<file path="src/rtl/sce_pkg.sv">
// Package for the smoothed softmax cross-entropy core: constants, types,
// exp ROM tables. No dependencies.
package sce_pkg;

    localparam int MAX_CLASSES_DEF = 1024;
    localparam int LOGIT_BITS_DEF  = 16;
    localparam int LABEL_BITS      = 10;
    localparam int EPS_BITS        = 16;
    localparam int LOSS_BITS       = 24;
    localparam int ACC_BITS        = 32;
    localparam int EXP_CUTOFF      = 16384;
    localparam logic [15:0] LN2_Q16 = 16'd45426;
    localparam logic [23:0] LOSS_MAX = 24'hFFFFFF;

    // queue entry between front and back
    typedef struct packed {
        logic        last;
        logic [LABEL_BITS-1:0] label;
    } sce_cmd_t;

    typedef enum logic [3:0] {
        ST_IDLE,
        ST_RD,
        ST_EXP,
        ST_ACC,
        ST_LN_INIT,
        ST_LN_SQ,
        ST_LN_MUL,
        ST_DIV,
        ST_COMB,
        ST_OUT
    } back_state_t;

    // exp(-i) table, Q.31, i = 0..15
    typedef logic [31:0] int_rom_t [16];
    function automatic int_rom_t build_int();
        int_rom_t r;
        logic [63:0] a;
        a = 64'd2147483648;
        r[0] = a[31:0];
        for (int n = 1; n < 16; n++) begin
            a = (a * 64'd790015084 + 64'd1073741824) >> 31;
            r[n] = a[31:0];
        end
        return r;
    endfunction

    localparam int_rom_t INT_ROM = build_int();

    // exp(-f/1024) table, Q.31 (elaborated as constant array)
    typedef logic [31:0] frac_rom_t [1024];
    function automatic frac_rom_t build_frac();
        frac_rom_t r;
        logic [63:0] b;
        b = 64'd2147483648;
        r[0] = b[31:0];
        for (int n = 1; n < 1024; n++) begin
            b = (b * 64'd2145387520 + 64'd1073741824) >> 31;
            r[n] = b[31:0];
        end
        return r;
    endfunction

    localparam frac_rom_t FRAC_ROM = build_frac();

endpackage

</file>
<file path="src/rtl/sce_front.sv">
// Front end: accepts logit requests, stores logits, tracks max/sum/count,
// pushes a command into the queue. Depends on sce_pkg.
module sce_front #(
    parameter int MAX_CLASSES = sce_pkg::MAX_CLASSES_DEF,
    parameter int LOGIT_BITS  = sce_pkg::LOGIT_BITS_DEF,
    localparam int AW = $clog2(MAX_CLASSES),
    localparam int CW = $clog2(MAX_CLASSES + 1)
) (
    input  logic                          clk,
    input  logic                          rst_n,
    input  logic                          in_valid,
    output logic                          in_ready,
    input  logic signed [LOGIT_BITS-1:0]  logit,
    input  logic [sce_pkg::LABEL_BITS-1:0] label,
    input  logic                          last,
    // store write port
    output logic                          wr_en,
    output logic [AW-1:0]                 wr_addr,
    output logic signed [LOGIT_BITS-1:0]  wr_data,
    // sample statistics, valid while back end holds the sample
    output logic signed [LOGIT_BITS-1:0]  max_out,
    output logic signed [LOGIT_BITS+AW:0] sum_out,
    output logic [CW-1:0]                 count_out,
    // queue to back end
    output logic                          q_valid,
    output sce_pkg::sce_cmd_t             q_cmd,
    input  logic                          q_ready,
    input  logic                          back_done
);
    logic signed [LOGIT_BITS-1:0]  max_reg, max_next;
    logic signed [LOGIT_BITS+AW:0] sum_reg, sum_next;
    logic [CW-1:0]                 cnt_reg, cnt_next;
    logic                          busy_reg, busy_next;   // sample closed, back end owns it
    logic                          acc;
    logic                          room;

    assign in_ready = !busy_reg && q_ready;
    assign acc      = in_valid && in_ready;
    assign room     = (cnt_reg < CW'(MAX_CLASSES));

    assign wr_en   = acc && room;
    assign wr_addr = cnt_reg[AW-1:0];
    assign wr_data = logit;

    assign q_valid     = acc && last;
    assign q_cmd.last  = last;
    assign q_cmd.label = label;

    assign max_out   = max_reg;
    assign sum_out   = sum_reg;
    assign count_out = cnt_reg;

    always_comb
    begin
        max_next  = max_reg;
        sum_next  = sum_reg;
        cnt_next  = cnt_reg;
        busy_next = busy_reg;
        if (wr_en)
        begin
            if (cnt_reg == '0 || logit > max_reg)
                max_next = logit;
            sum_next = sum_reg + (LOGIT_BITS+AW+1)'(logit);
            cnt_next = cnt_reg + 1'b1;
        end
        if (acc && last)
            busy_next = 1'b1;
        if (back_done)
        begin
            busy_next = 1'b0;
            max_next  = '0;
            sum_next  = '0;
            cnt_next  = '0;
        end
    end

    always_ff @(posedge clk or negedge rst_n)
    begin
        if (!rst_n)
        begin
            max_reg  <= '0;
            sum_reg  <= '0;
            cnt_reg  <= '0;
            busy_reg <= 1'b0;
        end
        else
        begin
            max_reg  <= max_next;
            sum_reg  <= sum_next;
            cnt_reg  <= cnt_next;
            busy_reg <= busy_next;
        end
    end
endmodule

</file>
<file path="config.mk">
export PLATFORM = sky130hd
export DESIGN_NAME = sce_front
export DESIGN_NICKNAME = d
export VERILOG_FILES = /design/src/rtl/sce_pkg.sv /design/src/rtl/sce_front.sv
export SDC_FILE = /design/constraint.sdc
export NUM_CORES = 1
export LEC_CHECK = 0
export BUFFER_PORTS_ARGS = -buffer_cell sky130_fd_sc_hd__buf_2
export CAP_MARGIN = 15
export CORE_MARGIN = 1.5
export CORE_UTILIZATION = 39
export CTS_CLUSTER_DIAMETER = 100
export DETAILED_ROUTE_END_ITERATION = 12
export PLACE_DENSITY = 0.62
export SKIP_CTS_REPAIR_TIMING = 1
export SLEW_MARGIN = 20
export SYNTH_ARGS = -nofsm -noshare
export SYNTH_HDL_FRONTEND = slang
export SYNTH_SLANG_ARGS = --single-unit
</file>
<file path="constraint.sdc">
create_clock -name clk -period 5.4 [get_ports clk]
set_input_delay 1.08 -clock clk [delete_from_list [all_inputs] [get_ports clk]]
set_output_delay 1.08 -clock clk [all_outputs]
set_load 0.01 [all_outputs]
</file>
==> reports/qor.yml <==
logic_synthesis:
  synth_seq_area_share_pct: 29.4
  ys_async_sr_fraction_pct: 100
  synthCells: 528
  yosysWarnings: 0
  ys.flop_type: "dfrtp_1"
  synthesis.area_mm2: 0.00468
  synth.avg_cell_area_um2: 8.86
  yosysUniqueCellTypes: 62
  synth.net_count: 605
  synth_seq_cells: 55
  synth_edf_count: 0
floorplan:
  coreArea_mm2: 0.0116
  io_pins: 126
  rows: 39
  die_area_mm2: 0.0127
  die_w_um: 113
  dieHeight_um: 113
  initial_core_util_pct: 40.5
setup_path:
  cp.required_ns: 5.63
  arrival_ns: 3.47
  startpoint: "logit[0]"
  critPathMaxStageDelay_ns: 0.41
  cp-start-kind: "primary input"
  crit_path_max_fanout: 5
  reg2reg_depth: 11
  r2r-start: "sum_out[0]"
  cp_num_buf_inv: 2
  cpMaxStageDelayCell: "or4_1"
  critPathKind: "primary input to flop"
  r2r_slack_ns: 2.68
  worstSetupPathDepth: 12
  end_kind: "flop"
  crit_family: "compound AO/OA/AOI/OAI gates"
  path_cells: "buf_2 -> ha_1 -> inv_1 -> fa_1 -> and2b_1 -> o2111ai_1 -> a21oi_2 -> o2111ai_4 -> a21oi_4 -> a31oi_1 -> or4_1 -> nand3_1"
route:
  drc: 11
  drt_iter0_drc: 182
  routed-via-count: 3883
  via_per_inst: 5.35
  routedWlPerCell_um: 15.2
  first_pass_iters: 9
  antenna_left: 0
  wl_um: 11000
cts:
  numCtsBuffers: 5
  h-tree-depth: 2
  path_clk_slew_ns: 0.08
  cts_num_sinks: 55
  cts_tree: "done"
  clock_tree.root_cell: "clkbuf_16"
  worstSkewPairLatency_ns: 0.30
  clockBufferDepth: 2
outcome:
  failed_checks: "DRC"
  status: "complete, but fails checks"
sta:
  tightest_slew_ns: 0.753
  setup_tns_ns: 0
  setup_violations: 0
  max_slew_margin_pct: 49.8
  fmax_ghz: 0.309
  skew_ns: 0.00772
  hold_viol: 0
  min_period_ns: 3.23
  slew_viol_final: 0
  rsz0062_at_grt: "no"
  fin_crit_sh_pct: 59.9
global_route:
  grt_overflow: 0
  track_usage_pct: 17.7
  grt_pass1_vias: 3706
  grt_max_degree: 56
  grt_pass1_wl_um: 18400
  antenna_found_initial: 0
cells_and_area:
  final_common_cell: "buf_2"
  nFillCells: 1156
  nNetsFinal: 659
  regArea_mm2: 0.00138
  drive_gt1_share_pct: 23.7
  multi_input_area_mm2: 0.00282
  layout_common_cells: "buf_2, dfrtp_1, nand2_1"
  instances_no_fill: 726
  area_delta_synth_final_pct: 11.0
  largest_register_ffs: 27
  n_antenna_cell: 0
  final_core_util_pct: 44.9
placed_design:
  io_buffer_count: 105
  finalWeightedCongestion: 0.862
  dp_hpwl_um: 8140
  dp_cells: 718
min_path:
  hold_path.class: "flop to flop"
  min_from: "busy_reg"
  worstHoldPathCells: 2
pwr:
  p_leak_nw: 2.64
  power-per-cell-area_mw_per_mm2: 229
  peakVddDrop_mv: 0.127
job:
  drv_cap: 0
==> synth_stat cells (4+ instances only) <==
library cell  instances  share of area, %
ha_1                 44                12
clkbuf_1             16               1.3
xnor2_1               8               1.5
a21oi_2               4              0.75
nor2_1               25               2.0
buf_4                39               6.3
nand3_1              10               1.1
nor3_1                7              0.75
a21o_1               21               3.4
nand4_1              14               1.9
a31oi_1               6              0.80
nand2b_1             35               4.7
a211oi_1              6              0.96
nand4b_1              4              0.75
a21oi_1              34               3.6
or4_1                 4              0.64
nand3b_1              6              0.96
o21a_1                4              0.64
o21ai_0              10               1.1
dfrtp_1              55                29
nand2_1              47               3.8
and3_1                8               1.1
mux2i_1              19               4.1
inv_1                24               1.9
xor2_1               12               2.2
buf_2                 5              0.53
nor3b_1               5              0.80
o21bai_1              4              0.64
nor4_1                4              0.53
==> path summary, 6_finish.rpt <==
path                          endpoint
setup / recovery           sum_out[18]
hold / removal                busy_reg
setup reg to reg           sum_out[18]
hold reg to reg               busy_reg
max in group asynchronous  max_out[15]
min in group asynchronous  sum_out[23]
==> tightest hold or removal path, cell delays in order (launching register included) <==
cell and delay [ns]:
dfrtp_1 0.35, nor2_1 0.05, nor2_1 0.07
==> metrics by stage <==
stage	setup WS, ns	total power [mW]	hold WS (ns)	cell area [um^2]
2_1_floorplan	2.12	0.727	0.467	4680
3_3_place_gp	1.89	0.812	0.478	5020
3_5_place_dp	1.84	0.819	0.488	5020
4_1_cts	2.15	1.21	0.507	5190
5_1_grt	1.98	1.26	0.563	5190
6_report	2.17	1.19	0.497	5190
==> layer usage <==
layer	track usage (%)	wire, um	vias up
li1	-	-	1939
met1	23.9	5260	1856
met2	29.8	5170	80
met3	3.24	503	8
met4	3.12	87	0
met5	0	0	-
==> cell families after synthesis <==
kind of cell	synth area share, %
mux	4.06
simple gates	21.5
buf+inv	10.4
compound gates	18.7
xor+xnor	3.74
flops	29.4
fa+ha+maj	12.2
==> report_power, final <==
part / switching, mW / leakage [nW] / total, mW / internal, mW
combinational: 0.203 / 1.81 / 0.347 / 0.145
sequential: 0.0227 / 0.749 / 0.460 / 0.437
clock: 0.161 / 0.0804 / 0.382 / 0.221
==> cell type report <==
| cell class | instances | area share, % |
|---|---|---|
| inverter | 25 | 1.81 |
| timing repair buffer | 109 | 10.7 |
| tap | 143 | 3.45 |
| sequential | 55 | 26.5 |
| clock buffer | 5 | 2.41 |
| clock inverter | 3 | 0.892 |
| multi-input combinational | 386 | 54.2 |
(Power assumes the default switching activity.)
