`config.mk`:
```
export PLATFORM = sky130hd
export DESIGN_NAME = sce_queue
export DESIGN_NICKNAME = d
export VERILOG_FILES = /design/src/rtl/sce_pkg.sv /design/src/rtl/sce_queue.sv
export SDC_FILE = /design/constraint.sdc
export NUM_CORES = 1
export LEC_CHECK = 0
export BUFFER_PORTS_ARGS = -buffer_cell sky130_fd_sc_hd__buf_2
export CORE_MARGIN = 2
export CORE_UTILIZATION = 45
export CTS_CLUSTER_DIAMETER = 120
export CTS_CLUSTER_SIZE = 12
export DETAILED_ROUTE_END_ITERATION = 10
export PLACE_DENSITY = 0.71
export REMOVE_ABC_BUFFERS = 1
export SETUP_SLACK_MARGIN = 0.3
export SLEW_MARGIN = 0
export SYNTH_ARGS = -nofsm -noshare
export SYNTH_HDL_FRONTEND = slang
export SYNTH_SLANG_ARGS = --single-unit
```
`constraint.sdc`:
```
create_clock -name clk -period 4.8 [get_ports clk]
set_input_delay 0.48 -clock clk [delete_from_list [all_inputs] [get_ports clk]]
set_output_delay 0.48 -clock clk [all_outputs]
set_load 0.005 [all_outputs]
```
`src/rtl/sce_pkg.sv`:
```
// Package for the smoothed softmax cross-entropy core: constants, types,
// exp ROM tables. No dependencies.
package sce_pkg;

    localparam int MAX_CLASSES_DEF = 1024;
    localparam int LOGIT_BITS_DEF  = 16;
    localparam int LABEL_BITS      = 10;
    localparam int EPS_BITS        = 16;
    localparam int LOSS_BITS       = 24;
    localparam int ACC_BITS        = 32;
    localparam int EXP_CUTOFF      = 16384;
    localparam logic [15:0] LN2_Q16 = 16'd45426;
    localparam logic [23:0] LOSS_MAX = 24'hFFFFFF;

    // queue entry between front and back
    typedef struct packed {
        logic        last;
        logic [LABEL_BITS-1:0] label;
    } sce_cmd_t;

    typedef enum logic [3:0] {
        ST_IDLE,
        ST_RD,
        ST_EXP,
        ST_ACC,
        ST_LN_INIT,
        ST_LN_SQ,
        ST_LN_MUL,
        ST_DIV,
        ST_COMB,
        ST_OUT
    } back_state_t;

    // exp(-i) table, Q.31, i = 0..15
    typedef logic [31:0] int_rom_t [16];
    function automatic int_rom_t build_int();
        int_rom_t r;
        logic [63:0] a;
        a = 64'd2147483648;
        r[0] = a[31:0];
        for (int n = 1; n < 16; n++) begin
            a = (a * 64'd790015084 + 64'd1073741824) >> 31;
            r[n] = a[31:0];
        end
        return r;
    endfunction

    localparam int_rom_t INT_ROM = build_int();

    // exp(-f/1024) table, Q.31 (elaborated as constant array)
    typedef logic [31:0] frac_rom_t [1024];
    function automatic frac_rom_t build_frac();
        frac_rom_t r;
        logic [63:0] b;
        b = 64'd2147483648;
        r[0] = b[31:0];
        for (int n = 1; n < 1024; n++) begin
            b = (b * 64'd2145387520 + 64'd1073741824) >> 31;
            r[n] = b[31:0];
        end
        return r;
    endfunction

    localparam frac_rom_t FRAC_ROM = build_frac();

endpackage

```
`src/rtl/sce_queue.sv`:
```
// Two-entry command queue between front and back end. Depends on sce_pkg.
module sce_queue (
    input  logic              clk,
    input  logic              rst_n,
    input  logic              push,
    input  sce_pkg::sce_cmd_t push_cmd,
    output logic              not_full,
    input  logic              pop,
    output logic              not_empty,
    output sce_pkg::sce_cmd_t head
);
    sce_pkg::sce_cmd_t mem_reg [2];
    logic       wp_reg, rp_reg;
    logic [1:0] cnt_reg;

    assign not_full  = (cnt_reg != 2'd2);
    assign not_empty = (cnt_reg != 2'd0);
    assign head      = mem_reg[rp_reg];

    always_ff @(posedge clk)
    begin
        if (push && not_full)
            mem_reg[wp_reg] <= push_cmd;
    end

    always_ff @(posedge clk or negedge rst_n)
    begin
        if (!rst_n)
        begin
            wp_reg  <= 1'b0;
            rp_reg  <= 1'b0;
            cnt_reg <= 2'd0;
        end
        else
        begin
            if (push && not_full)
                wp_reg <= ~wp_reg;
            if (pop && not_empty)
                rp_reg <= ~rp_reg;
            cnt_reg <= cnt_reg + 2'((push && not_full) ? 1 : 0)
                               - 2'((pop && not_empty) ? 1 : 0);
        end
    end
endmodule

```
==> results.ini, run 1 <==
[status]
run_status=completed

[grt]
grt_use_met1_pct=12.5
use_met3_pct=2.63
antenna_found_initial=0
overflow=0
grt_pass1_wl_um=2010
first_global_vias=488
grt-busiest-layer=met2
use_met2_pct=18.6
grt_usage_pct=10.8
grt_max_degree=15

[floorplan]
start_util_pct=49.0
coreArea_mm2=0.00202
die_x_um=50.9
fp-row-count=16
io_pins=28
die_area_mm2=0.00259
die-height_um=50.9

[place]
gp_congestion=0.657
io_buffers=27
hpwl_um=937
place_ws_ns=2.99

[yosys]
synth_seq_cells=26
synth.avg_cell_area_um2=19.4
yosysWarnings=0
ys_types=15
synth_top_area_share_pct=66.7
synth_edf_count=22
synth_area_um2=991
postSynth.asyncResetShare_pct=15.4
ys.flop_type=edfxtp_1
synth_most_common_cell=edfxtp_1
ys_seq_area_share_pct=76.8
syn_inst=51
yosysTopAreaCell=edfxtp_1
synthTopCellsByCount=edfxtp_1 (22), mux2_1 (9), dfrtp_1 (4)
yosys-top-cells-area=edfxtp_1 (67%), mux2_1 (10%), dfrtp_1 (10%)

[sta]
rsz0062_at_grt=false
worst_slew_pin_slew_ns=0.902
finalCriticalPeriod_ns=2.01
min_period_over_period_pct=41.8
skew_ns=0.00138
hold_violations=0
setup_tns_ns=0
max_freq_mhz=498
slew-limit-headroom_pct=39.6
drv_slew=0
layout_setup_ws_ns=2.79
setup_viol=0

[final_layout]
multi_input_area_um2=219
nFillCells=180
syn_to_final_growth_pct=19.9
diodes=0
area.sequential_um2=761
layout-drive-gt1-share_pct=40.2
largest_reg_flops=22
nets=100

[cts]
cts_buffers=3
cts-root-buf=clkbuf_4
path_clk_slew_ns=0.12
htreeDepth=1
clock-sinks=26
post-cts-setup-buffers=0
cts_tree=yes
cts_buffer_depth=2
worstSkewPairLatency_ns=0.30

[worst_setup_path]
crit_buf_inv=1
crit_path_start_kind=register
path_delay_family=flip-flops
crit_arrival_ns=1.53
critPathMaxStageDelay_ns=0.70
crit_path_end_kind=primary output
path_cells=mux2_2, buf_2
cp.required_ns=4.32
worstSetupPathType=register to primary output
slowest_stage=dfrtp_1
cp_max_fo=12

[flow_run]
cap_violations=0

[detailed_routing]
detail-route-antenna-nets=0
avgRoutedWirePerCell_um=11.9
dr.pass1.iters=4
via_per_inst=4.65
drt_first_iter_violations=3
drcViolationCount=0
vias=507
routed_wl_um=1290

[power_and_ir_drop]
p_leak_uw=0.000470
power_density_mw_per_mm2=527
max-vdd-ir-drop_mv=0.446

[worst_hold_path]
worstHoldPathType=input port to register

-- metal layers --
metal	wire, um	share of wire (%)
met1	554	43
met5	0	0
met2	666	51
met3	55	4.3
met4	18	1.4
-- cell families after synthesis --
logic type | after synthesis | share of synthesized area, %
AND/OR/NAND/NOR | 6 | 3.54
flip-flops | 26 | 76.8
adder cells (fa/ha/maj) | 2 | 2.52
XOR/XNOR | 4 | 3.54
multiplexers | 11 | 12.5
buffers and inverters | 2 | 1.14
-- path summary, 6_finish.rpt --
check | start | endpoint | slack (ns) | cells after the start
max in group asynchronous | rst_n | rp_reg$_DFFE_PN0P_ | 4.20 | 2
max | rp_reg$_DFFE_PN0P_ | head[0] | 2.79 | 2
min in group asynchronous | rst_n | cnt_reg[1]$_DFF_PN0_ | 0.49 | 2
min reg2reg | wp_reg$_DFFE_PN0N_ | wp_reg$_DFFE_PN0N_ | 0.51 | 1
min | push_cmd[4] | mem_reg[1][4]$_DFFE_PP_ | 0.35 | 1
max reg2reg | cnt_reg[1]$_DFF_PN0_ | mem_reg[0][10]$_DFFE_PP_ | 3.09 | 3
-- area by class of cell --
cell class / instances / share of cell area, %
Inverter: 1 / 0.316
Clock buffer: 3 / 1.89
Sequential cell: 26 / 64.0
Tap cell: 27 / 2.84
Multi-Input combinational cell: 23 / 18.4
Timing Repair Buffer: 28 / 12.2
Clock inverter: 1 / 0.316
-- layout by cell type, fill, tap and decap left out, drive strengths merged --
master       count
mux2            11
xnor2            3
buf             27
dlygate4sd3      1
nand2b           1
nand2            1
clkinv           1
clkbuf           3
dfrtp            4
xor2             1
nor2             1
ha               2
inv              1
edfxtp          22
or2              1
and3             1
and2             1
-- through the flow --
step / utilization, % / hold WS, ns / cell area, um2 / std cells / power, uW
floorplan: - / 0.184 / 983 / 50 / 469
global placement: 57.0 / 0.292 / 1150 / 104 / 543
detailed placement: 57.0 / 0.293 / 1150 / 104 / 551
CTS: 58.8 / 0.348 / 1190 / 109 / 636
global route: 58.8 / 0.330 / 1190 / 109 / 669
finish: 58.8 / 0.354 / 1190 / 109 / 626
-- what timing repair did --
| action | CTS | global route |
|---|---|---|
| resized for setup | 0 | 0 |
| hold buffers | 1 | 0 |
| endpoints found under the hold margin | 4 | 0 |
| endpoints found under the setup margin | 0 | 0 |
-- report_power, final --
part           leakage, uW  total [uW]  internal, uW  switching (uW)
Clock            0.0000154        85.9          30.3            55.6
Sequential        0.000251         352           314            38.4
Combinational     0.000204         188           104            83.5
Total             0.000470         626           448             178
Note: power is estimated with default switching activity, not from simulation.
==> run 2, diff against run 1 <==
--- a/config.mk
+++ b/config.mk
@@ -7,11 +7,11 @@
 export LEC_CHECK = 0
 export BUFFER_PORTS_ARGS = -buffer_cell sky130_fd_sc_hd__buf_2
 export CORE_MARGIN = 2
-export CORE_UTILIZATION = 45
+export CORE_UTILIZATION = 44
 export CTS_CLUSTER_DIAMETER = 120
 export CTS_CLUSTER_SIZE = 12
 export DETAILED_ROUTE_END_ITERATION = 10
-export PLACE_DENSITY = 0.71
+export PLACE_DENSITY = 0.72
 export REMOVE_ABC_BUFFERS = 1
 export SETUP_SLACK_MARGIN = 0.3
 export SLEW_MARGIN = 0
==> constraint.sdc (replaced) <==
create_clock -name clk -period 1.8 [get_ports clk]
set_input_delay 0.18 -clock clk [delete_from_list [all_inputs] [get_ports clk]]
set_output_delay 0.18 -clock clk [all_outputs]
set_load 0.005 [all_outputs]
==> results.ini, run 2 (same netlist as run 1, synthesis figures left out) <==
[power_and_ir_drop]
power_density_mw_per_mm2=1560
p_leak_uw=0.000589
p_comb_share_pct=48.4
p_seq_share_pct=40.6
intPower_uw=1590
max-vdd-ir-drop_mv=0.959
clockPowerShare_pct=11.0
power_uw=2210
switching_power_uw=617
swShare_pct=28.0

[final_layout]
design_area_mm2=0.00141
final_common_cell=edfxtp_1
final_cells=118
nets=108
syn_to_final_growth_pct=42.6
layout_common_cells=edfxtp_1 (22), buf_2 (16), buf_6 (13), mux2_4 (11), buf_4 (6)
fin_util_pct=65.1
layout-drive-gt1-share_pct=64.4
largest_reg_flops=22
diodes=0
nFillCells=171

[cts]
htreeDepth=1
cts_tree=yes
cts_buffer_depth=2
cts-root-buf=clkbuf_4
worstSkewPairLatency_ns=0.31
clock-sinks=26
cts_buffers=3
path_clk_slew_ns=0.13

[worst_setup_path]
crit_path_end_kind=register
rrSetupSlack_ns=0.20
slowest_stage=dfrtp_1
worstSetupPathType=register to register
path_cells=or2_1, and2_4, ha_4, inv_2, ha_4, xnor2_2, xnor2_1
ff2ff_path_depth=7
reg2reg_from=cnt_reg[1]$_DFF_PN0_
cp_common_cell=ha_4
crit_arrival_ns=1.81
critPathMaxStageDelay_ns=0.40
reg2reg_to=cnt_reg[1]$_DFF_PN0_
crit_path_start_kind=register
cp_max_fo=2
cp.required_ns=2.00

[place]
gp_congestion=0.585
hpwl_um=1060
placed_area_mm2=0.00117
io_buffers=27
dp.cells=107

[sta]
rsz0062_at_grt=true
slew-limit-headroom_pct=81.4
worst_slew_pin_slew_ns=0.279
setup_viol=0
max_freq_mhz=624
setup_tns_ns=0
skew_ns=0.00462
min_period_over_period_pct=89.0
hold_violations=0
drv_slew=0
finalCriticalPeriod_ns=1.60

[detailed_routing]
vias=561
via_per_inst=4.75
routed_wl_um=1670
met1_length_um=726
dr_wl_met2_um=871
drcViolationCount=0
dr.pass1.iters=2
routed.top_layer=met3
detail-route-antenna-nets=0
drt_first_iter_violations=10
met3_length_um=67
avgRoutedWirePerCell_um=14.1

[worst_hold_path]
min_from=push_cmd[8]
whs_path_depth=1
worstHoldPathType=input port to register
holdPathEnd=mem_reg[0][8]$_DFFE_PP_

[floorplan]
coreArea_mm2=0.00217
fp-row-count=17
die-height_um=51.5
die_area_mm2=0.00265
io_pins=28
die_x_um=51.5
start_util_pct=45.7

[grt]
antenna_found_initial=0
grt_pass1_wl_um=2480
first_global_vias=604
grt_usage_pct=13.0
overflow=0
grt_max_degree=15

[status]
run_status=completed

[flow_run]
cap_violations=0

[run 2: cell count changes in the layout (fill, tap and decap cells not counted), sizes merged]
cell,previous run,this run
clkbuf,3,4
clkinv,1,0
buf,27,35
[run 2: worst max-delay path by stage]
stage / start / end / slack, ns
final: cnt_reg[1]$_DFF_PN0_ / cnt_reg[1]$_DFF_PN0_ / 0.20
after detailed placement: cnt_reg[1]$_DFF_PN0_ / cnt_reg[1]$_DFF_PN0_ / 0.1
after floorplan: cnt_reg[1]$_DFF_PN0_ / cnt_reg[1]$_DFF_PN0_ / 0.17
after global routing: cnt_reg[1]$_DFF_PN0_ / cnt_reg[1]$_DFF_PN0_ / 0.13
after CTS: cnt_reg[0]$_DFF_PN0_ / cnt_reg[1]$_DFF_PN0_ / 0.21
after global placement: cnt_reg[1]$_DFF_PN0_ / cnt_reg[1]$_DFF_PN0_ / 0.18
[run 2: layout make-up]
| class | count | area, um2 | share of cell area (%) |
|---|---|---|---|
| inverter | 1 | 3.75 | 0.266 |
| sequential | 26 | 762 | 53.9 |
| clock buffer | 4 | 26.3 | 1.86 |
| timing repair buffer | 36 | 282 | 19.9 |
| multi-input combinational | 23 | 304 | 21.5 |
| tap | 28 | 35.0 | 2.48 |
[run 2: critical path, delay by kind of cell (launching register included)]
| kind | cells | cell delay (ns) |
|---|---|---|
| flops | 1 | 0.40 |
| buf+inv | 1 | 0.04 |
| xor+xnor | 2 | 0.26 |
| fa+ha+maj | 2 | 0.41 |
| simple gates | 2 | 0.39 |
[run 2: repair_timing]
item | 4_1_cts | 5_1_grt
pin swaps | 6 | 3
hold endpoints to repair | 4 | 0
hold buffers | 1 | 0
gates resized for setup | 9 | 25
endpoints found under the setup margin | 13 | 23
setup buffers | 6 | 0
[run 2: routing by layer]
layer / GRT usage, % / vias up
li1: - / 271
met1: 14.8 / 273
met2: 23.7 / 17
met3: 3.51 / 0
met4: 3.95 / 0
met5: 0 / -
[run 2: power groups by stage]
stage / Clock, uW / Sequential, uW / Combinational, uW
2_1_floorplan: 0 / 924 / 327
3_3_place_gp: 0 / 947 / 522
3_5_place_dp: 0 / 955 / 542
4_1_cts: 255 / 886 / 782
5_1_grt: 278 / 912 / 1150
6_report: 243 / 896 / 1070
[run 2: per-stage QoR]
| stage | worst slack (ns) | hold slack, ns |
|---|---|---|
| after floorplan | 0.175 | -0.116 |
| after global placement | 0.181 | -0.0125 |
| after detailed placement | 0.0973 | -0.00666 |
| after CTS | 0.208 | 0.0370 |
| after global routing | 0.132 | 0.0238 |
| final | 0.197 | 0.0506 |
